[src/rtl/abst_pkg.sv]
// Shared types and constants for the array binary search tree.
// No dependencies.
`timescale 1ns / 1ps

package abst_pkg;

	localparam int SLOTS_DEF   = 15;
	localparam int MAX_RESULTS = 15;
	localparam int KEY_W       = 32;
	localparam int CMD_W       = 3;
	localparam int STATUS_W    = 4;

	typedef enum logic [CMD_W-1:0] {
		CMD_CLEAR  = 3'd0,
		CMD_INSERT = 3'd1,
		CMD_UNIQUE = 3'd2,
		CMD_SEARCH = 3'd3,
		CMD_EMPTY  = 3'd4,
		CMD_TRAV   = 3'd5
	} cmd_t;

	typedef enum logic [STATUS_W-1:0] {
		ST_INSERTED  = 4'd0,
		ST_NO_ROOM   = 4'd1,
		ST_DUPLICATE = 4'd2,
		ST_FOUND     = 4'd3,
		ST_NOT_FOUND = 4'd4,
		ST_EMPTY     = 4'd5,
		ST_NOT_EMPTY = 4'd6,
		ST_ITEM      = 4'd7,
		ST_CLEARED   = 4'd8
	} status_t;

endpackage

[src/rtl/array_binary_search_tree.sv]
// Top level of the array binary search tree: command sequencer, used flags, key RAM.
// Depends on abst_pkg and abst_ram.
//
// channel  | dir | tdata           | tuser         | tlast
// s_       | in  | value (32, s)   | command (3)   | -
// m_       | out | result_value(s) | status (4)    | last
//
// Insert, unique insert and search check each used node on the path and compare its
// key, then check the free slot unless a unique insert or search matches a key, and
// respond. Clear and empty check respond directly. Traversal descends, reads, emits,
// steps to the next key and climbs for each stored key, then flushes the last one.
// s_tready is high only between commands; m_tready stalls hold the response and the traversal.
// Reset clears all used flags at once; the key RAM is not cleared.
`timescale 1ns / 1ps

module array_binary_search_tree import abst_pkg::*; #(
	parameter int SLOTS = SLOTS_DEF
) (
	input  logic                clk,
	input  logic                arst_n,
	input  logic                s_tvalid,
	output logic                s_tready,
	input  logic [KEY_W-1:0]    s_tdata,  // [31:0] value
	input  logic [CMD_W-1:0]    s_tuser,  // [2:0] command
	output logic                m_tvalid,
	input  logic                m_tready,
	output logic [KEY_W-1:0]    m_tdata,  // [31:0] result_value
	output logic [STATUS_W-1:0] m_tuser,  // [3:0] status
	output logic                m_tlast
);

	localparam int AW = $clog2(SLOTS);
	localparam int PW = $clog2(2 * SLOTS + 1);
	localparam int CW = $clog2(MAX_RESULTS + 1);
	localparam logic [PW-1:0] SLOTS_P = PW'(SLOTS);
	localparam logic [CW-1:0] MAX_P   = CW'(MAX_RESULTS);

	typedef enum logic [3:0] {
		S_IDLE, S_RESP, S_WALK_CHK, S_WALK_CMP,
		S_TR_DESC, S_TR_READ, S_TR_EMIT, S_TR_SUCC, S_TR_UP, S_TR_FLUSH
	} state_t;

	state_t               state_q;
	cmd_t                 cmd_q;
	status_t              st_q;
	logic signed [KEY_W-1:0] key_q;
	logic [PW-1:0]        pos_q;
	logic [CW-1:0]        cnt_q;
	logic                 pend_q;
	logic [KEY_W-1:0]     pend_val_q;
	logic [SLOTS-1:0]     used_q;
	logic                 m_tvalid_q;
	logic [KEY_W-1:0]     m_tdata_q;
	status_t              m_tuser_q;
	logic                 m_tlast_q;

	logic signed [KEY_W-1:0] rdata;
	logic [PW-1:0]        child_base, left_pos, right_pos, parent_pos;
	logic                 pos_in, pos_used, left_used, right_used;
	logic                 key_eq, key_lt, out_free, ram_we, out_load;
	logic [AW-1:0]        ram_raddr;

	assign child_base = {pos_q[PW-2:0], 1'b0};
	assign left_pos   = child_base + PW'(1);
	assign right_pos  = child_base + PW'(2);
	assign parent_pos = (pos_q - PW'(1)) >> 1;

	assign pos_in     = pos_q < SLOTS_P;
	assign pos_used   = pos_in && used_q[pos_q[AW-1:0]];
	assign left_used  = (left_pos < SLOTS_P) && used_q[left_pos[AW-1:0]];
	assign right_used = (right_pos < SLOTS_P) && used_q[right_pos[AW-1:0]];

	assign key_eq   = key_q == rdata;
	assign key_lt   = key_q < rdata;
	assign out_free = !m_tvalid_q || m_tready;
	assign out_load = out_free && ((state_q == S_RESP) || (state_q == S_TR_FLUSH) ||
		((state_q == S_TR_EMIT) && pend_q));

	assign ram_raddr = pos_in ? pos_q[AW-1:0] : '0;
	assign ram_we    = (state_q == S_WALK_CHK) && pos_in && !pos_used && (cmd_q != CMD_SEARCH);

	abst_ram #(
		.WIDTH(KEY_W),
		.DEPTH(SLOTS)
	) u_ram (
		.clk  (clk),
		.we   (ram_we),
		.waddr(ram_raddr),
		.wdata(key_q),
		.raddr(ram_raddr),
		.rdata(rdata)
	);

	assign s_tready = state_q == S_IDLE;
	assign m_tvalid = m_tvalid_q;
	assign m_tdata  = m_tdata_q;
	assign m_tuser  = m_tuser_q;
	assign m_tlast  = m_tlast_q;

	always_ff @(posedge clk or negedge arst_n) begin
		if (!arst_n) begin
			state_q    <= S_IDLE;
			cmd_q      <= CMD_CLEAR;
			st_q       <= ST_CLEARED;
			key_q      <= '0;
			pos_q      <= '0;
			cnt_q      <= '0;
			pend_q     <= 1'b0;
			pend_val_q <= '0;
			used_q     <= '0;
			m_tvalid_q <= 1'b0;
			m_tdata_q  <= '0;
			m_tuser_q  <= ST_CLEARED;
			m_tlast_q  <= 1'b0;
		end else begin
			if (m_tready && !out_load) begin
				m_tvalid_q <= 1'b0;
			end
			unique case (state_q)
				S_IDLE: begin
					if (s_tvalid) begin
						key_q  <= s_tdata;
						cmd_q  <= cmd_t'(s_tuser);
						pos_q  <= '0;
						cnt_q  <= '0;
						pend_q <= 1'b0;
						priority case (s_tuser)
							CMD_CLEAR: begin
								used_q  <= '0;
								st_q    <= ST_CLEARED;
								state_q <= S_RESP;
							end
							CMD_INSERT, CMD_UNIQUE, CMD_SEARCH: begin
								state_q <= S_WALK_CHK;
							end
							CMD_EMPTY: begin
								st_q    <= used_q[0] ? ST_NOT_EMPTY : ST_EMPTY;
								state_q <= S_RESP;
							end
							CMD_TRAV: begin
								st_q    <= ST_EMPTY;
								state_q <= used_q[0] ? S_TR_DESC : S_RESP;
							end
							default: begin
								state_q <= S_IDLE;
							end
						endcase
					end
				end
				S_RESP: begin
					if (out_free) begin
						m_tvalid_q <= 1'b1;
						m_tdata_q  <= '0;
						m_tuser_q  <= st_q;
						m_tlast_q  <= 1'b1;
						state_q    <= S_IDLE;
					end
				end
				S_WALK_CHK: begin
					if (pos_used) begin
						state_q <= S_WALK_CMP;
					end else begin
						if (cmd_q == CMD_SEARCH) begin
							st_q <= ST_NOT_FOUND;
						end else if (!pos_in) begin
							st_q <= ST_NO_ROOM;
						end else begin
							used_q[pos_q[AW-1:0]] <= 1'b1;
							st_q <= ST_INSERTED;
						end
						state_q <= S_RESP;
					end
				end
				S_WALK_CMP: begin
					if (cmd_q != CMD_INSERT && key_eq) begin
						st_q    <= (cmd_q == CMD_SEARCH) ? ST_FOUND : ST_DUPLICATE;
						state_q <= S_RESP;
					end else begin
						pos_q   <= key_lt ? left_pos : right_pos;
						state_q <= S_WALK_CHK;
					end
				end
				S_TR_DESC: begin
					if (left_used) begin
						pos_q <= left_pos;
					end else begin
						state_q <= S_TR_READ;
					end
				end
				S_TR_READ: begin
					state_q <= S_TR_EMIT;
				end
				S_TR_EMIT: begin
					if (!pend_q || out_free) begin
						if (pend_q) begin
							m_tvalid_q <= 1'b1;
							m_tdata_q  <= pend_val_q;
							m_tuser_q  <= ST_ITEM;
							m_tlast_q  <= 1'b0;
						end
						pend_q     <= 1'b1;
						pend_val_q <= rdata;
						cnt_q      <= cnt_q + CW'(1);
						state_q    <= (cnt_q + CW'(1) == MAX_P) ? S_TR_FLUSH : S_TR_SUCC;
					end
				end
				S_TR_SUCC: begin
					if (right_used) begin
						pos_q   <= right_pos;
						state_q <= S_TR_DESC;
					end else begin
						state_q <= S_TR_UP;
					end
				end
				S_TR_UP: begin
					if (pos_q == '0) begin
						state_q <= S_TR_FLUSH;
					end else if (!pos_q[0]) begin
						pos_q <= parent_pos;
					end else begin
						pos_q   <= parent_pos;
						state_q <= S_TR_READ;
					end
				end
				S_TR_FLUSH: begin
					if (out_free) begin
						m_tvalid_q <= 1'b1;
						m_tdata_q  <= pend_val_q;
						m_tuser_q  <= ST_ITEM;
						m_tlast_q  <= 1'b1;
						pend_q     <= 1'b0;
						state_q    <= S_IDLE;
					end
				end
				default: begin
					state_q <= S_IDLE;
				end
			endcase
		end
	end

endmodule

[src/rtl/abst_ram.sv]
// Generic single-write, single-read RAM with registered read data.
// No dependencies.
`timescale 1ns / 1ps

module abst_ram #(
	parameter int WIDTH = 32,
	parameter int DEPTH = 15
) (
	input  logic                     clk,
	input  logic                     we,
	input  logic [$clog2(DEPTH)-1:0] waddr,
	input  logic [WIDTH-1:0]         wdata,
	input  logic [$clog2(DEPTH)-1:0] raddr,
	output logic [WIDTH-1:0]         rdata
);

	logic [WIDTH-1:0] mem_q [DEPTH];

	always_ff @(posedge clk) begin
		if (we) begin
			mem_q[waddr] <= wdata;
		end
		rdata <= mem_q[raddr];
	end

endmodule

[config.mk]
export PLATFORM = sky130hd
export DESIGN_NAME = array_binary_search_tree
export DESIGN_NICKNAME = d
export VERILOG_FILES = /design/src/rtl/abst_pkg.sv /design/src/rtl/array_binary_search_tree.sv /design/src/rtl/abst_ram.sv
export SDC_FILE = /design/constraint.sdc
export NUM_CORES = 1
export LEC_CHECK = 0
export BUFFER_PORTS_ARGS = -buffer_cell sky130_fd_sc_hd__buf_2
export CORE_ASPECT_RATIO = 2
export CORE_UTILIZATION = 30
export CTS_CLUSTER_SIZE = 30
export DETAILED_ROUTE_END_ITERATION = 10
export PLACE_DENSITY = 0.41
export SLEW_MARGIN = 20
export SYNTH_ARGS = -nofsm -noshare
export SYNTH_HDL_FRONTEND = slang
export SYNTH_SLANG_ARGS = --single-unit
[constraint.sdc]
create_clock -name clk -period 9.4 [get_ports clk]
set_input_delay 2.82 -clock clk [delete_from_list [all_inputs] [get_ports clk]]
set_output_delay 2.82 -clock clk [all_outputs]
set_load 0.1 [all_outputs]
# ---- Word level (Yosys, flattened, before mapping)
# Memories as Yosys holds them, arrays and structs flattened. A register that Yosys moved wholly into a read port is not among the register bits.
# Cells that the tools add are included.
dict set report classes {
  addsub 4
  magnitude_cmp 8
  eq_ne 37
  muxes 72
  bitwise 1
  reduce_logical 42
}
# operator n
set op_table {}
lappend op_table {{$mux 32} 4}
lappend op_table {{$pmux 32 s3} 1}
lappend op_table {{$mux 15} 5}
lappend op_table {{$mux 4} 18}
lappend op_table {{$pmux 4 s3} 3}
lappend op_table {{$pmux 4 s9} 1}
lappend op_table {{$eq 32x32->1} 1}
lappend op_table {{$lt 32x32->1} 1}
lappend op_table {{$mux 5} 6}
lappend op_table {{$pmux 15 s2} 1}
lappend op_table {{$ne 2x2->1 const B} 13}
lappend op_table {{$pmux 5 s5} 1}
lappend op_table {{$mux 1} 18}
lappend op_table {{$eq 4x3->1 const B} 4}
lappend op_table {{$lt 4x5->1 const B} 3}
lappend op_table {{$lt 5x4->1 const B} 3}
lappend op_table {{$or 15x15->15} 1}
lappend op_table {{$reduce_and 5->1} 3}
lappend op_table {{$bmux 1 s4} 3}
lappend op_table {{$eq 4x4->1 const B} 3}
lappend op_table {{$reduce_and 6->1} 2}
lappend op_table {{$logic_and 1x1->1} 11}
lappend op_table {{$eq 3x2->1 const B} 3}
lappend op_table {{$pmux 3 s3} 1}
lappend op_table {{other kinds (33)} 54}
dict set report totals {
  ff_bits 138
  mem_bits_rw 480
  inputBits 39
  output_inout_bits 39
  elab_cells 178
  mem_count 1
}
# name depth word_bits read_ports rd_clocked_by_memory_dff wr line_no
set mem_list {}
lappend mem_list {u_ram.mem_q 15 32 1 1 1 abst_ram.sv:17} ;# logic [WIDTH-1:0] mem_q [DEPTH];

# ---- Logic depth before layout (Yosys ltp)
# Gate-level depths: netlist of run 1.
dict set report logic_depth {
  depth_word 10
  mapped_depth 11
}

# ---- Cells and area by module
# Synthesis of run 1 repeated with hierarchy kept, for this count alone.
dict set report unflattened {
  hier_cells 1635
  area_unflattened_um2 26100.0
}
# module instances cells_each area_per_inst_um2 seq_area_each_um2
set by_module_without_submodules {}
lappend by_module_without_submodules {abst_ram 1 886 18884.4 15054.4}
lappend by_module_without_submodules {array_binary_search_tree 1 749 7215.7 3455.8}

# ---- Worst setup path after synthesis of run 1
# OpenSTA, ideal clock, no wires.
dict set report synth_path {
  path_type {reg2reg}
  start {reg pos_q[0]}
  end {mem u_ram.mem_q[12][0], enable pin}
  arrival_time_ps 5084
  setup_slack_ps 3815
  stages_incl_launch_ff 11
  synth_period_minus_slack_ps 5585
  path_cell_list {dfrtp_1 -> buf_2 -> and2_1 -> clkbuf_1 -> a21oi_2 -> o21ai_1 -> buf_2 -> buf_1 -> clkbuf_1 -> nand2_1 -> nor4_1}
}
dict set report synth_between {
  elab_chain_len 8
}
# element line_no
set synth_lines {}
lappend synth_lines {{start, declared} array_binary_search_tree.sv:47} ;# logic [PW-1:0] pos_q;
lappend synth_lines {{start signal, assigned} array_binary_search_tree.sv:179} ;# pos_q <= key_lt ? left_pos : right_pos;
lappend synth_lines {{start signal, assigned} array_binary_search_tree.sv:185} ;# pos_q <= left_pos;
lappend synth_lines {{start signal, assigned} array_binary_search_tree.sv:209} ;# pos_q <= right_pos;
lappend synth_lines {{$bmux 1 s4} array_binary_search_tree.sv:69} ;# assign pos_used = pos_in && used_q[pos_q[AW-1:0]];
lappend synth_lines {{$mux 1 (not written as such)} array_binary_search_tree.sv:69}
lappend synth_lines {{$logic_and 1x1->1} array_binary_search_tree.sv:69}
lappend synth_lines {{$logic_not 1->1} array_binary_search_tree.sv:80} ;# assign ram_we = (state_q == S_WALK_CHK) && pos_in && !pos_used && (cmd_q != CMD_SEARCH);
lappend synth_lines {{$logic_and 1x1->1 (2 in a row)} array_binary_search_tree.sv:80}
lappend synth_lines {{$mux 1} abst_ram.sv:20} ;# if (we) begin
lappend synth_lines {{$mux 1 (not written as such)} abst_ram.sv:21} ;# mem_q[waddr] <= wdata;
lappend synth_lines {{end, declared} abst_ram.sv:17}
# Parallel ways exist; a longest one is shown, timed or not. The select of a mux whose other input is x is not followed.

# ---- Final worst setup path of run 1
dict set report layout_path {
  start {reg state_q[3]}
  end {out s_tready}
}
dict set report layout_between {
  elab_chain_len 1
}
# element line_no
set layout_lines {}
lappend layout_lines {{start, declared} array_binary_search_tree.sv:43} ;# state_t state_q;
lappend layout_lines {{start signal, assigned} array_binary_search_tree.sv:142} ;# state_q <= used_q[0] ? S_TR_DESC : S_RESP;
lappend layout_lines {{start signal, assigned} array_binary_search_tree.sv:204} ;# state_q <= (cnt_q + CW'(1) == MAX_P) ? S_TR_FLUSH : S_TR_SUCC;
lappend layout_lines {{$logic_not 4->1} array_binary_search_tree.sv:94} ;# assign s_tready = state_q == S_IDLE;
lappend layout_lines {{end, declared} array_binary_search_tree.sv:22} ;# output logic s_tready,
# Every way passes these cells.

==> results of run 1 <==
-- registers in the layout, indices dropped and copies added (netlist names) --
name and cells:
u_ram.mem_q 480, pend_val_q 32, st_q 4, m_tlast 1, m_tvalid 1, cnt_q 4, key_q 32, m_tdata 32
u_ram.rdata 32, used_q 15, state_q 4, m_tuser 4, cmd_q 3, pos_q 5, pend_q 1
-- per-stage QoR --
stage               power (mW)  instance area, sq um    util  instances
floorplan                5.661                 25470       -       1824
global placement         6.662                 27190  0.3241       2893
detailed placement       6.706                 27210  0.3243       2894
CTS                      9.143                 29120  0.3471       3006
global route             9.484                 29120  0.3471       3006
finish                   9.021                 29120  0.3471       3006
-- power by group through the flow --
| stage | Clock, mW | Combinational (mW) | Sequential (mW) |
|---|---|---|---|
| 2_1_floorplan | 0 | 1.55 | 4.11 |
| 3_3_place_gp | 0 | 2.41 | 4.25 |
| 3_5_place_dp | 0 | 2.44 | 4.27 |
| 4_1_cts | 2.50 | 2.44 | 4.21 |
| 5_1_grt | 2.59 | 2.63 | 4.26 |
| 6_report | 2.43 | 2.40 | 4.19 |
-- kinds of logic after synthesis --
group                    count (synthesis)  synth area share
flip-flops                             650            0.7267
AND/OR/NAND/NOR                        509           0.09028
AO/OA/AOI/OAI                          405            0.1077
buffers and inverters                  151           0.02358
multiplexers                            68           0.03203
adder cells (fa/ha/maj)                 38           0.01867
XOR/XNOR                                 3          0.001032
-- path summary, 6_finish.rpt --
kind	start	to	slack [ns]	cells after the start
max in group asynchronous	arst_n	pos_q[0]$_DFFE_PN0P_	5.64	2
hold reg to reg	m_tdata[12]$_DFFE_PN0P_	m_tdata[12]$_DFFE_PN0P_	0.47	2
setup / recovery	state_q[3]$_DFFE_PN0P_	s_tready	4.16	4
setup reg to reg	pos_q[0]$_DFFE_PN0P_	pos_q[1]$_DFFE_PN0P_	5.13	8
hold / removal	m_tdata[12]$_DFFE_PN0P_	m_tdata[12]$_DFFE_PN0P_	0.47	2
min in group asynchronous	arst_n	pend_val_q[2]$_DFFE_PN0P_	2.28	1
-- routing by layer --
metal,track usage,share of wire,vias to the layer above
met2,0.3422,0.54,428
met1,0.1990,0.37,8081
met4,0.08311,0.045,0
met3,0.02007,0.039,129
li1,-,-,7103
met5,0,0,-
-- layout make-up --
cell class	count	area, sq um	area share
Sequential cell	650	18510	0.6357
Multi-Input combinational cell	1023	6524	0.2240
Clock buffer	72	1545	0.05306
Tap cell	1064	1331	0.04571
Timing Repair Buffer	117	691.9	0.02376
Clock inverter	40	367.9	0.01263
Inverter	40	150.1	0.005156
-- cells in the final DEF (no fill, tap or decap), types with 15 or more instances in the layout --
master	netlist	final
nand2_1	223	220
a222oi_1	97	97
ha_1	38	38
a21oi_1	148	148
buf_4	0	40
edfxtp_1	480	480
mux2_2	46	46
dfrtp_1	136	134
o21ai_0	91	91
nor2_1	140	128
clkbuf_16	0	59
or4_1	29	29
inv_1	40	40
nand2b_1	16	15
nor3_1	43	38
dfxtp_1	32	32
buf_2	9	76
-- tightest hold or removal path, cell delays in order, from the launching register on --
cell and delay, ns:
dfrtp_1 0.34, nand2_1 0.05, o21ai_0 0.06
==> reports/qor.txt, run 1 <==
STATUS
------------------------------------------------------------------------------------------------------
Status                                                                                    complete, no violations

CLOCKING
------------------------------------------------------------------------------------------------------
H-tree levels                                                                                        2
Clock insertion delay at the later pin of the skew report                                      0.65 ns
Maximum clock insertion buffer count                                                                 3
Clock tree sinks                                                                                   650
Number of buffers created by CTS                                                                    59
Post-CTS Setup Bufs                                                                                  0
Clock root buffer                                                                            clkbuf_16
Number of hold buffers added after CTS                                                               0
TritonCTS clock tree                                                                               yes
Clock transition at the register clock pins on the worst setup and hold paths after CTS        0.07 ns
Count of instances resized after the clock tree is built                                             0

FLOORPLAN
------------------------------------------------------------------------------------------------------
Starting density of the core                                                                    0.3036
Y dimension of the die                                                                        414.1 um
Chip width                                                                                    208.0 um
Area of the placeable core                                                                83,890 sq um
I/O pins                                                                                            78
Die footprint                                                                             86,150 sq um
Site Rows                                                                                          150

FINISH
------------------------------------------------------------------------------------------------------
Antenna diode count                                                                                  0
Fin nets                                                                                         1,968
Layout-stage area growth over the synthesis result                                              14.33%
Number of fillers in the final layout                                                            8,104
Share of cells above drive strength 1                                                           0.1565

SYNTH
------------------------------------------------------------------------------------------------------
Sequential share of the synthesized area                                                        0.7267
Fraction of registers with async set/reset                                                      0.2123
Top-count cell post-synth                                                                     edfxtp_1
Summed instance area of the synthesized netlist                                           25,470 sq um
Number of instances in the synthesized netlist                                                   1,824
Top cell type's share of synthesized area                                                       0.5659
Top post-synthesis cells by count                                                         edfxtp_1, nand2_1, a21oi_1
Net count after synthesis                                                                        1,901
Unique masters post-synth                                                                           72
Total of flip-flops plus latches after synthesis                                                   650
Top cell type by total area after synthesis                                                   edfxtp_1
Leading cell types by total area after synthesis                                          edfxtp_1, dfrtp_1, a222oi_1
Main synth FF type                                                                            edfxtp_1
Yosys Warn Count                                                                                     0
Count of flip-flops with a built-in enable after synthesis                                         480
Syn_area_per_cell                                                                          13.96 sq um

STA
------------------------------------------------------------------------------------------------------
Final setup skew                                                                            0.01957 ns
Time the worst path needs with I/O delays and setup                                           5.239 ns
Final setup margin                                                                            4.161 ns
Number of pins with negative max-slew slack in the final report                                      0
Fmax                                                                                        0.1909 GHz
Setup repair after global routing missed its margin                                                 no
Minimum hold slack                                                                           0.4730 ns
Crit share post-route                                                                           0.5573
Number of failing hold endpoints at the final stage                                                  0
Worst slew margin relative to its limit                                                         0.3016
Final setup violation count                                                                          0
Slew at the pin closest to its max-slew limit                                                 1.048 ns
Sum Neg Setup Slack                                                                               0 ns

CRITICAL PATH
------------------------------------------------------------------------------------------------------
WP data arrival                                                                                2.42 ns
Largest delay contributor family on the critical path                                     buffers and inverters
Capturing element type of the critical path                                                output port
Largest stage delay on the critical path                                                       0.59 ns
Required time of the critical path                                                             6.58 ns
Largest driver fanout on the critical path                                                          18
Crit path cell chain                                                                      nor2_1 -> nand2_1 -> inv_1 -> buf_2
Slowest cell on the critical path                                                              dfrtp_1
Launching element type of the critical path                                                       flop
Buf+Inv Stages, Crit Path                                                                            2
Startpoint-to-endpoint class of the critical path                                         flop to output port

POWER AND IR DROP
------------------------------------------------------------------------------------------------------
Internal                                                                                      5.821 mW
Part of the power in registers                                                                   0.465
Switching power                                                                               3.200 mW
Proportion of power drawn by combinational gates                                                 0.266
VDD IR-drop max                                                                              0.1866 mV
Switching power share of the total                                                              0.3547
Total power density per cell area                                                         309.7 nW/um^2
Static Leak                                                                                   10.25 nW
Power share of the clock group                                                                   0.269

DRT
------------------------------------------------------------------------------------------------------
Via count normalized by instance count                                                           5.237
Remaining DRCs                                                                                       0
DR pass1 iterations                                                                                  7
Detailed-route wire length per cell                                                           25.94 um
1st-iter DRT viols                                                                               1,462
Via count                                                                                       15,740
DRT Wirelength                                                                               77,980 um
Number of nets with antenna violations after detailed routing                                        0

PLACEMENT
------------------------------------------------------------------------------------------------------
Count of buffers inserted at the top-level ports                                                    77
HPWL reported at the end of detailed placement                                               46,080 um
Routability-driven placement congestion ratio                                                   0.8333
Place WS                                                                                      4.775 ns

GLOBAL ROUTING
------------------------------------------------------------------------------------------------------
Maximum number of pins on one net before global-route repair                                        81
Vias in the first global route                                                                  16,300
Global-route wire length before repair                                                      113,400 um
Overall routing resource usage                                                                  0.1806
Remaining global-route overflow                                                                      0
Number of antenna violations at the first check in global routing                                    1

RUN
------------------------------------------------------------------------------------------------------
Max-capacitance violation count                                                                      0

MIN PATH
------------------------------------------------------------------------------------------------------
Hold crit path type                                                                       flop to flop

No activity file was read; power rests on OpenSTA's default activity.
==> run 2: changes to the inputs <==
--- a/config.mk
+++ b/config.mk
@@ -10,7 +10,7 @@
 export CORE_UTILIZATION = 30
 export CTS_CLUSTER_SIZE = 30
 export DETAILED_ROUTE_END_ITERATION = 10
-export PLACE_DENSITY = 0.41
+export PLACE_DENSITY = 0.43
 export SLEW_MARGIN = 20
 export SYNTH_ARGS = -nofsm -noshare
 export SYNTH_HDL_FRONTEND = slang
==> constraint.sdc (replaced) <==
create_clock -name clk -period 4.5 [get_ports clk]
set_input_delay 1.35 -clock clk [delete_from_list [all_inputs] [get_ports clk]]
set_output_delay 1.35 -clock clk [all_outputs]
set_load 0.1 [all_outputs]
==> run 2 against run 1 <==
Compared with the run above: critical path depth unchanged; routed wire length is 1.2% higher; first-iteration DRC count grew 2.2%; largest cell class unchanged; clock-buffer cell count grew 3.
==> reports/qor.txt, run 2 (synthesis results as in run 1) <==
FLOORPLAN
------------------------------------------------------------------------------------------------------
Site Rows                                                                                          150
I/O pins                                                                                            78
Area of the placeable core                                                                83,890 sq um
Y dimension of the die                                                                        414.1 um
Die footprint                                                                             86,150 sq um
Starting density of the core                                                                    0.3036
Chip width                                                                                    208.0 um

STA
------------------------------------------------------------------------------------------------------
Slew at the pin closest to its max-slew limit                                                 1.067 ns
Time the worst path needs with I/O delays and setup                                           3.711 ns
Final setup skew                                                                            0.02659 ns
Setup repair after global routing missed its margin                                                 no
Sum Neg Setup Slack                                                                               0 ns
Number of failing hold endpoints at the final stage                                                  0
Number of pins with negative max-slew slack in the final report                                      0
Final setup margin                                                                           0.7885 ns
Final setup violation count                                                                          0
Fmax                                                                                        0.2694 GHz
Crit share post-route                                                                           0.8248
Worst slew margin relative to its limit                                                         0.2884

DRT
------------------------------------------------------------------------------------------------------
Remaining DRCs                                                                                       0
DRT Wirelength                                                                               78,920 um
1st-iter DRT viols                                                                               1,494
Detailed-route wire length per cell                                                           26.06 um
DR pass1 iterations                                                                                  8
Via count                                                                                       15,810
Number of nets with antenna violations after detailed routing                                        0
Via count normalized by instance count                                                           5.221

FINISH
------------------------------------------------------------------------------------------------------
Top register by number of flip-flops                                                       u_ram.mem_q
Share of cells above drive strength 1                                                           0.1676
Util after Layout                                                                               0.3533
Post-route design area                                                                    29,640 sq um
Most common cell after layout, fill and taps aside                                            edfxtp_1
Max reg flops                                                                                      480
Highest-count cells in the layout ignoring fill and taps                                  edfxtp_1, nand2_1, a21oi_1, dfrtp_1, nor2_1
Number of fillers in the final layout                                                            8,061
Fin nets                                                                                         1,992
Layout-stage area growth over the synthesis result                                              16.37%

CLOCKING
------------------------------------------------------------------------------------------------------
Clock root buffer                                                                            clkbuf_16
Maximum clock insertion buffer count                                                                 3
Count of instances resized after the clock tree is built                                             0
Clock insertion delay at the later pin of the skew report                                      0.64 ns
Number of hold buffers added after CTS                                                               0
H-tree levels                                                                                        2
Post-CTS Setup Bufs                                                                                  0
Clock transition at the register clock pins on the worst setup and hold paths after CTS        0.07 ns
Number of buffers created by CTS                                                                    57
TritonCTS clock tree                                                                               yes
Clock tree sinks                                                                                   650

CRITICAL PATH
------------------------------------------------------------------------------------------------------
WP data arrival                                                                                2.36 ns
Largest driver fanout on the critical path                                                          17
Reg2Reg Capture Point                                                                     u_ram.mem_q[5][5]$_DFFE_PP_
Start point of the critical path                                                          state_q[1]$_DFFE_PN0P_
Minimum setup slack among reg-to-reg paths                                                     0.89 ns
Launching point of the worst reg2reg path                                                 pos_q[2]$_DFFE_PN0P_
Startpoint-to-endpoint class of the critical path                                         flop to output port
Path depth of the worst reg2reg path                                                                 8
Required time of the critical path                                                             3.15 ns
Launching element type of the critical path                                                       flop
Capturing element type of the critical path                                                output port
Endpoint of the worst setup timing path                                                       s_tready

PLACEMENT
------------------------------------------------------------------------------------------------------
Place WS                                                                                     0.9321 ns
Placed Area                                                                               27,610 sq um
HPWL reported at the end of detailed placement                                               48,480 um
Routability-driven placement congestion ratio                                                   0.8793
Count of buffers inserted at the top-level ports                                                    77

GLOBAL ROUTING
------------------------------------------------------------------------------------------------------
Number of antenna violations at the first check in global routing                                    4
Overall routing resource usage                                                                  0.1835
Vias in the first global route                                                                  16,620
Maximum number of pins on one net before global-route repair                                        97
Remaining global-route overflow                                                                      0
Global-route wire length before repair                                                      116,400 um

MIN PATH
------------------------------------------------------------------------------------------------------
Hold crit path type                                                                       flop to flop

POWER AND IR DROP
------------------------------------------------------------------------------------------------------
VDD IR-drop max                                                                              0.3413 mV
Total power draw                                                                              19.55 mW
Total power density per cell area                                                         659.6 nW/um^2
Static Leak                                                                                   10.47 nW

RUN
------------------------------------------------------------------------------------------------------
Max-capacitance violation count                                                                      0

STATUS
------------------------------------------------------------------------------------------------------
Status                                                                                    complete, no violations

==> run 2: cell count changes in the layout (fill, tap and decap cells not counted), moves of 3 or more <==
cell        delta
clkbuf_1       +4
bufinv_16      +7
buf_12        +15
clkinv_2       -5
clkinv_1       -8
clkinvlp_4     -3
buf_4         +11
==> run 2: where the power goes <==
| part | internal [mW] | switching (mW) | leakage, nW |
|---|---|---|---|
| Sequential | 7.73 | 0.706 | 6.40 |
| Clock | 3.10 | 2.30 | 0.981 |
| Combinational | 1.85 | 3.87 | 3.10 |
==> run 2: how the worst min path moves through the flow <==
stage,start,endpoint,slack [ns],cells past startpoint
2_1_floorplan,pend_val_q[10]$_DFFE_PN0P_,pend_val_q[10]$_DFFE_PN0P_,0.45,2
3_3_place_gp,m_tdata[7]$_DFFE_PN0P_,m_tdata[7]$_DFFE_PN0P_,0.46,2
3_5_place_dp,m_tuser[1]$_DFFE_PN0P_,m_tuser[1]$_DFFE_PN0P_,0.47,2
4_1_cts,m_tuser[3]$_DFFE_PN1P_,m_tuser[3]$_DFFE_PN1P_,0.48,2
5_1_grt,m_tuser[3]$_DFFE_PN1P_,m_tuser[3]$_DFFE_PN1P_,0.49,2
6_report,m_tuser[3]$_DFFE_PN1P_,m_tuser[3]$_DFFE_PN1P_,0.48,2
==> run 2: critical path, stage by stage (launching register included) <==
cell and delay (ns):
dfrtp_1 0.58, nor2_1 0.33, nand2_1 0.24, inv_1 0.14
buf_2 0.44
==> run 2: area by class of cell <==
class,instances,area (sq um),area share
Antenna cell,2,5.005,0.0001688
Clock buffer,75,1524,0.05141
Clock inverter,32,505.5,0.01705
Inverter,40,150.1,0.005065
Multi-Input combinational cell,1023,6539,0.2206
Sequential cell,650,18510,0.6245
Tap cell,1064,1331,0.04491
Timing Repair Buffer,143,1075,0.03626
==> run 2: routing by layer <==
layer / track usage / part of all wire / up-vias
met5: 0 / 0.00022 / -
met4: 0.05461 / 0.024 / 2
met3: 0.01870 / 0.037 / 89
met2: 0.3528 / 0.55 / 419
met1: 0.2107 / 0.39 / 8152
li1: - / - / 7151
==> run 2: metrics by stage <==
stage | hold slack [ns] | instances
detailed placement | 0.4699 | 2920
floorplan | 0.4497 | 1824
global route | 0.4865 | 3028
global placement | 0.4595 | 2920
finish | 0.4752 | 3029
CTS | 0.4799 | 3027
==> run 3: changes to the inputs <==
==> constraint.sdc (replaced) <==
create_clock -name clk -period 3.4 [get_ports clk]
set_input_delay 1.02 -clock clk [delete_from_list [all_inputs] [get_ports clk]]
set_output_delay 1.02 -clock clk [all_outputs]
set_load 0.1 [all_outputs]
==> run 3 against run 2 <==
Compared with the run above: routed wire length increased by 1.1%; sequential share of layout area decreased by 1.0 points; core utilization increased by 0.61 points; critical path depth unchanged; global-route usage increased by 0.097 points; clock power increased by 30%; register-to-register slack got worse by 0.70 ns; clock-buffer cell count increased by 2; critical endpoint unchanged; largest cell class unchanged.
==> reports/qor.txt, run 3 (synthesis results as in run 1) <==
STA
------------------------------------------------------------------------------------------------------
Fmax                                                                                        0.3030 GHz
Final setup violation count                                                                          0
Time the worst path needs with I/O delays and setup                                           3.301 ns
Crit share post-route                                                                           0.9708
Slew at the pin closest to its max-slew limit                                                 1.029 ns
Number of failing hold endpoints at the final stage                                                  0
Minimum hold slack                                                                           0.3348 ns
Number of pins with negative max-slew slack in the final report                                      0
Final setup skew                                                                            0.02503 ns
Worst slew margin relative to its limit                                                         0.3140
Sum Neg Setup Slack                                                                               0 ns
Setup repair after global routing missed its margin                                                 no

CLOCKING
------------------------------------------------------------------------------------------------------
Clock root buffer                                                                            clkbuf_16
Number of buffers created by CTS                                                                    58
TritonCTS clock tree                                                                               yes
Post-CTS Setup Bufs                                                                                  0
Clock tree sinks                                                                                   650
Clock transition at the register clock pins on the worst setup and hold paths after CTS        0.07 ns
H-tree levels                                                                                        2
Clock insertion delay at the later pin of the skew report                                      0.63 ns
Maximum clock insertion buffer count                                                                 3

POWER AND IR DROP
------------------------------------------------------------------------------------------------------
Switching power share of the total                                                              0.3529
Internal                                                                                      16.86 mW
VDD IR-drop max                                                                              0.4976 mV
Part of the power in registers                                                                   0.415
Power share of the clock group                                                                   0.269
Total power density per cell area                                                         864.3 nW/um^2
Total power draw                                                                              26.06 mW
Static Leak                                                                                   10.71 nW
Switching power                                                                               9.195 mW
Proportion of power drawn by combinational gates                                                 0.316

FINISH
------------------------------------------------------------------------------------------------------
Top register by number of flip-flops                                                       u_ram.mem_q
Most common cell after layout, fill and taps aside                                            edfxtp_1
Post-route design area                                                                    30,150 sq um
Layout-stage area growth over the synthesis result                                              18.37%
Share of cells above drive strength 1                                                           0.1862
Max reg flops                                                                                      480
Highest-count cells in the layout ignoring fill and taps                                  edfxtp_1, nand2_1, a21oi_1, dfrtp_1, nor2_1
Number of fillers in the final layout                                                            8,036
Util after Layout                                                                               0.3594
Fin nets                                                                                         2,030

DRT
------------------------------------------------------------------------------------------------------
Remaining DRCs                                                                                       0
1st-iter DRT viols                                                                               1,653
Via count                                                                                       16,010
Via count normalized by instance count                                                           5.219
DRT Wirelength                                                                               79,790 um
Number of nets with antenna violations after detailed routing                                        0
Detailed-route wire length per cell                                                           26.01 um
DR pass1 iterations                                                                                  6

GLOBAL ROUTING
------------------------------------------------------------------------------------------------------
Remaining global-route overflow                                                                      0
Global-route wire length before repair                                                      116,100 um
Maximum number of pins on one net before global-route repair                                        70
Overall routing resource usage                                                                  0.1844
Number of antenna violations at the first check in global routing                                    3
Vias in the first global route                                                                  16,790

CRITICAL PATH
------------------------------------------------------------------------------------------------------
Startpoint-to-endpoint class of the critical path                                         flop to output port
WP data arrival                                                                                2.28 ns
Crit path cell chain                                                                      nor2_1 -> nand2_1 -> inv_1 -> buf_2
Capturing element type of the critical path                                                output port
Largest driver fanout on the critical path                                                           9
Launching element type of the critical path                                                       flop
Required time of the critical path                                                             2.38 ns
Buf+Inv Stages, Crit Path                                                                            2
Largest stage delay on the critical path                                                       0.50 ns
Slowest cell on the critical path                                                              dfrtp_1
Largest delay contributor family on the critical path                                     simple AND/OR/NAND/NOR gates

FLOORPLAN
------------------------------------------------------------------------------------------------------
Chip width                                                                                    208.0 um
Die footprint                                                                             86,150 sq um
Area of the placeable core                                                                83,890 sq um
Y dimension of the die                                                                        414.1 um
Site Rows                                                                                          150
I/O pins                                                                                            78
Starting density of the core                                                                    0.3036

PLACEMENT
------------------------------------------------------------------------------------------------------
HPWL reported at the end of detailed placement                                               49,330 um
Routability-driven placement congestion ratio                                                   0.8322
Placed Area                                                                               28,110 sq um
Count of buffers inserted at the top-level ports                                                    77

RUN
------------------------------------------------------------------------------------------------------
Max-capacitance violation count                                                                      0

STATUS
------------------------------------------------------------------------------------------------------
Status                                                                                    complete, no violations

MIN PATH
------------------------------------------------------------------------------------------------------
Hold crit path type                                                                       input port to async pin

-- run 3: cell count changes in the layout (fill, tap and decap cells not counted), sizes merged --
cell	change
inv	+2
bufinv	-5
clkinv	+2
diode	-1
clkbuf	+2
buf	+37
clkinvlp	+2
-- run 3: stage by stage --
| stage | worst slack, ns | cells |
|---|---|---|
| 2_1_floorplan | -0.3420 | 1824 |
| 3_3_place_gp | -0.2259 | 2957 |
| 3_5_place_dp | -0.2365 | 2957 |
| 4_1_cts | 0.005710 | 3067 |
| 5_1_grt | 0.01676 | 3068 |
| 6_report | 0.09918 | 3068 |
-- run 3: final timing paths --
check / from / end / slack, ns / cells after the start
max: state_q[0]$_DFFE_PN0P_ / s_tready / 0.1 / 4
min: arst_n / key_q[2]$_DFFE_PN0P_ / 0.33 / 1
max reg2reg: key_q[16]$_DFFE_PN0P_ / st_q[2]$_DFFE_PN0P_ / 0.19 / 7
min reg2reg: m_tdata[6]$_DFFE_PN0P_ / m_tdata[6]$_DFFE_PN0P_ / 0.47 / 2
max in group asynchronous: arst_n / m_tuser[3]$_DFFE_PN1P_ / 2.22 / 2
min in group clk: m_tdata[6]$_DFFE_PN0P_ / m_tdata[6]$_DFFE_PN0P_ / 0.47 / 2
-- run 3: repair_timing --
action,CTS,global route
setup endpoints to repair,4,4
resized for setup,2,2
gates cloned,0,0
hold buffers,0,0
-- run 3: worst register-to-register path, cell delays in order (launching register included) --
cell and delay, ns:
dfrtp_1 0.54, ha_1 0.37, nand4_1 0.28, nor4_4 0.49
nand3_2 0.24, a32o_1 0.33, or4_4 0.55, mux2_4 0.32
-- run 3: power groups by stage --
stage / logic, mW / registers (mW) / clock network, mW
2_1_floorplan: 4.32 / 11.3 / 0
3_3_place_gp: 8.31 / 11.0 / 0
3_5_place_dp: 8.34 / 11.0 / 0
4_1_cts: 8.38 / 10.8 / 7.17
5_1_grt: 8.96 / 10.9 / 7.44
6_report: 8.25 / 10.8 / 7.01
-- run 3: area by class of cell --
| class | instances | area, sq um | share of cell area |
|---|---|---|---|
| sequential | 650 | 18510 | 0.6141 |
| multi-input combinational | 1023 | 6558 | 0.2175 |
| clock buffer | 77 | 1603 | 0.05316 |
| timing repair buffer | 180 | 1578 | 0.05233 |
| tap | 1064 | 1331 | 0.04415 |
| clock inverter | 33 | 414.1 | 0.01374 |
| antenna | 1 | 2.502 | 0.00008300 |
| inverter | 40 | 150.1 | 0.004980 |
-- run 3: per-layer routing --
metal / share of wire / GRT usage / wire length [um] / up-vias
li1: - / - / - / 7226
met1: 0.38 / 0.2134 / 30530 / 8154
met2: 0.53 / 0.3388 / 42250 / 496
met3: 0.048 / 0.02484 / 3815 / 134
met4: 0.040 / 0.07596 / 3171 / 2
met5: 0.00016 / 0 / 13 / -
